<file path="src/rtl/rpks_pkg.sv">
// Shared types and constants of the render packet key sorter.
`timescale 1ns / 1ps
package rpks_pkg;

  localparam int unsigned HandleW = 16;
  localparam int unsigned SlotW   = 6;
  localparam int unsigned ModeW   = 2;

  localparam logic [ModeW-1:0] ModeNone     = 2'd0;
  localparam logic [ModeW-1:0] ModeMaterial = 2'd1;

  typedef enum logic {
    ST_LOAD,
    ST_DRAIN
  } rpks_state_e;

  typedef struct packed {
    logic [HandleW-1:0] pipeline_handle;
    logic [HandleW-1:0] tex_handle;
    logic [HandleW-1:0] vertex_handle;
    logic [HandleW-1:0] index_handle;
    logic               end_of_batch;
  } rpks_in_t;

  typedef struct packed {
    logic [HandleW-1:0] out_pipeline;
    logic [HandleW-1:0] out_texture;
    logic [HandleW-1:0] out_vertex;
    logic [HandleW-1:0] out_index;
    logic [SlotW-1:0]   load_slot;
    logic               overflow;
    logic               final_result;
  } rpks_out_t;

  // Control broadcast to every cell of the chain.
  typedef struct packed {
    logic insert;
    logic drain;
    logic sort_en;
  } rpks_ctrl_t;

endpackage

</file>
<file path="src/rtl/rpks_cell.sv">
// One cell of the insertion chain: holds one packet key and its load slot.
`timescale 1ns / 1ps
module rpks_cell
  import rpks_pkg::*;
#(
  parameter int unsigned KeyW = 64
) (
  input  logic             clk_i,
  input  logic             rst_ni,
  input  rpks_ctrl_t       ctrl_i,
  input  logic [KeyW-1:0]  new_key_i,
  input  logic [SlotW-1:0] new_slot_i,
  input  logic             left_ins_i,
  input  logic             left_valid_i,
  input  logic [KeyW-1:0]  left_key_i,
  input  logic [SlotW-1:0] left_slot_i,
  input  logic             right_valid_i,
  input  logic [KeyW-1:0]  right_key_i,
  input  logic [SlotW-1:0] right_slot_i,
  output logic             ins_o,
  output logic             valid_o,
  output logic [KeyW-1:0]  key_o,
  output logic [SlotW-1:0] slot_o
);

  logic             valid_q, valid_d;
  logic [KeyW-1:0]  key_q, key_d;
  logic [SlotW-1:0] slot_q, slot_d;
  logic             greater;

  // A strictly greater key yields its place, so equal keys keep load order.
  assign greater = valid_q && ctrl_i.sort_en && (key_q > new_key_i);
  assign ins_o   = greater || !valid_q;

  always_comb begin
    valid_d = valid_q;
    key_d   = key_q;
    slot_d  = slot_q;
    if (ctrl_i.drain) begin
      valid_d = right_valid_i;
      key_d   = right_key_i;
      slot_d  = right_slot_i;
    end else if (ctrl_i.insert && ins_o) begin
      if (left_ins_i) begin
        valid_d = left_valid_i;
        key_d   = left_key_i;
        slot_d  = left_slot_i;
      end else begin
        valid_d = 1'b1;
        key_d   = new_key_i;
        slot_d  = new_slot_i;
      end
    end
  end

  always_ff @(posedge clk_i or negedge rst_ni) begin
    if (!rst_ni) begin
      valid_q <= 1'b0;
    end else begin
      valid_q <= valid_d;
    end
  end

  always_ff @(posedge clk_i) begin
    key_q  <= key_d;
    slot_q <= slot_d;
  end

  assign valid_o = valid_q;
  assign key_o   = key_q;
  assign slot_o  = slot_q;

endmodule
</file>
<file path="config.mk">
export PLATFORM = sky130hd
export DESIGN_NAME = rpks_cell
export DESIGN_NICKNAME = d
export VERILOG_FILES = /design/src/rtl/rpks_pkg.sv /design/src/rtl/rpks_cell.sv
export SDC_FILE = /design/constraint.sdc
export NUM_CORES = 1
export LEC_CHECK = 0
export ABC_CLOCK_PERIOD_IN_PS = 8510
export BUFFER_PORTS_ARGS = -buffer_cell sky130_fd_sc_hd__buf_4
export CELL_PAD_IN_SITES_DETAIL_PLACEMENT = 0
export CELL_PAD_IN_SITES_GLOBAL_PLACEMENT = 2
export CORE_MARGIN = 2
export CORE_UTILIZATION = 25
export DETAILED_ROUTE_END_ITERATION = 12
export HOLD_SLACK_MARGIN = 0.03
export PLACE_DENSITY_LB_ADDON = 0.1
export SLEW_MARGIN = 25
export SYNTH_ARGS = -nofsm -noshare
export SYNTH_HDL_FRONTEND = slang
export SYNTH_SLANG_ARGS = --single-unit
</file>
<file path="constraint.sdc">
create_clock -name clk_i -period 8.51 [get_ports clk_i]
set_clock_uncertainty 0.1 [all_clocks]
set_input_delay 1.702 -clock clk_i [delete_from_list [all_inputs] [get_ports clk_i]]
set_output_delay 1.702 -clock clk_i [all_outputs]
set_load 0.01 [all_outputs]
</file>
==> impl_metrics.toml <==
[floorplanning]
ios = 290
die_area_um2 = 22000
initial_core_util = 0.256
chipWidth_um = 148
row_count = 52
core_um2 = 20300
die_h_um = 148

[worst_setup_path]
cp.required_ns = 6.71
cp_max_fo = 4
reg2reg_from = "key_o[39]$_DFFE_PP_"
arrival_ns = 4.40
startpoint_type = "input pin"
crit_type = "in2out"
r2r-end = "key_o[3]$_DFFE_PP_"
cp-end-kind = "output pin"
r2r_cells = 9
r2r_slack_ns = 4.57

[sta]
rsz0062_at_grt = "no"
fin_setup_tns_ns = 0
finalSetupViolations = 0
fmax_mhz = 161
final_max_slew_viol_count = 0
relSlewSlack = 0.511
timing.final.crit_share = 0.729
worst_slew_pin_slew_ns = 0.734
min_period_ns = 6.20
finalHoldViolCount = 0

[place]
portBuffers = 289
hpwl_mm = 14.0
gp_congestion = 0.767
place_area_um2 = 7660

[synth]
netlist_instances = 547
synth_nets = 829
ys_top_cells_by_count = "89 x nand2_1, 81 x o21ai_0, 70 x edfxtp_1, 70 x mux2i_1, 69 x inv_1"
synth_area_leaders = "edfxtp_1 40%, ha_1 15%, mux2i_1 13%"
synth_ff_type = "edfxtp_1"
ys_seq_area_frac = 0.409
muxShareOfSynthArea = 0.135
synth-seq-cells = 71
yosys.area_share.simple = 0.105
synth_top_area_cell = "edfxtp_1"
synth_top_family_by_area = "adder cells"
synth_edf_count = 70
synth_fa_ha_area_frac = 0.154
synthMostInstantiatedCell = "nand2_1"
synth-compound-area-share = 0.130
avgSynthCellArea_um2 = 9.50
synthArstFlopShare = 0.0141
synth.distinct_cells = 30
synth.yosys.warnings = 0
synth_area_um2 = 5200
synth_xor_xnor_area_share = 0
synth_top_area_frac = 0.404

[routing]
drc = 0
drtAntennaViolNets = 0
dr.pass1.iters = 4
initialDrtViolationCount = 137
viasPerCell = 4.43
wl_per_cell_um = 15.6
wl_mm = 17.2
vias = 4886

[power]
p_leak_nw = 3.98
powerDensity_nw_per_um2 = 149
ir_worst_vdd_v = 0.0000982

[clock_network]
cts_resized = 0
cts_tree = "built"
max-clock-path-buffers = 2
post_cts.repair.setup_buffers = 0
hold_buffers = 0
numCtsBuffers = 9
htreeDepth = 3
root_buffer = "clkbuf_16"
path_clk_slew_ns = 0.05
cts.sinks = 71
clkLatencyLatePin_ns = 0.34

[final_layout]
drive_gt1_frac = 0.373
nets = 1109
area_delta_synth_final_pct = 52.9
antennaDiodeCount = 0
fin_area_um2 = 7950

[worst_hold_path]
hold_path_class = "reg2reg"
hold_depth = 3
hold_start = "valid_o$_DFFE_PN0P_"
hold_end = "valid_o$_DFFE_PN0P_"

[status]
outcome = "finished clean"

[global_route]
grt_overflow = 0
grt_pass1_wl_mm = 26.9
grt_max_degree = 84
grt_usage = 0.157
grt_pass1_vias = 5133
antenna_found_initial = 0

[job]
drv_cap = 0
-- how the worst max path moves through the flow --
stage | slack, ns | cells after the start | startpoint | endpoint
finish | 2.31 | 10 | new_key_i[39] | ins_o
global route | 2.13 | 11 | new_key_i[39] | ins_o
CTS | 2.28 | 10 | new_key_i[39] | ins_o
detailed placement | 2.29 | 10 | new_key_i[39] | ins_o
global placement | 2.35 | 10 | new_key_i[39] | ins_o
floorplan | 0.52 | 9 | new_key_i[39] | key_o[0]$_DFFE_PP_
-- critical path, stage by stage --
cell,delay [ns]
buf_4,0.09
inv_1,0.03
ha_1,0.32
nand4_2,0.15
or4_1,0.62
or4_4,0.45
or4_1,0.53
o211ai_1,0.21
nand2_1,0.12
buf_4,0.17
-- per-layer routing --
metal	vias up	global-route usage	share of wire
met5	-	0	0
met4	0	0.0495	0.016
met3	14	0.0433	0.083
met2	177	0.259	0.46
met1	2177	0.199	0.44
li1	2518	-	-
-- registers in the layout, summed over array words and instances, names as in the netlist --
| register | flops |
|---|---|
| slot_o | 6 |
| valid_o | 1 |
| key_o | 64 |
-- metrics by stage --
step / power [W] / hold WS (ns) / cells / utilization / setup slack [ns]
after detailed placement: 0.000827 / 0.662 / 1086 / 0.377 / 2.29
after global placement: 0.000825 / 0.631 / 1086 / 0.377 / 2.35
after floorplan: 0.000631 / 0.599 / 547 / - / 0.522
after CTS: 0.00121 / 0.670 / 1102 / 0.392 / 2.28
after global routing: 0.00126 / 0.716 / 1102 / 0.392 / 2.13
final: 0.00118 / 0.660 / 1102 / 0.392 / 2.31
-- kinds of logic (layout without fill, tap and decap cells) --
logic type,after synthesis,in the layout
DFF,71,71
adders and majority gates,64,64
and+or+nand+nor,123,123
AOI/OAI and AO/OA,126,126
buffers and inverters,93,378
muxes,70,70
-- area by class of cell --
class                   count  area [um2]
clock inverters             7        63.8
clock buffers               9         225
well taps                 270         338
fillers                  2125       12300
repair buffers            293        2200
flip-flops and latches     71        2130
inverters                  69         259
multi-input cells         383        2740
-- where the power goes --
group / internal (W) / switching (W) / total (W)
combinational: 0.000181 / 0.000169 / 0.000350
clock: 0.000224 / 0.000149 / 0.000373
sequential: 0.000438 / 0.0000230 / 0.000461
-- cell usage in the layout (no fill, tap or decap), types with 5 or more instances in the layout --
cell type	netlist	layout
edfxtp_1	70	70
buf_4	0	293
ha_1	64	64
nor2_1	5	5
mux2i_1	70	70
nand2_1	89	89
nand4_1	11	11
o21ai_0	81	81
nand3_1	7	7
a21oi_1	29	29
clkbuf_16	0	9
inv_1	69	69
Note: power is estimated with default switching activity, not from simulation.
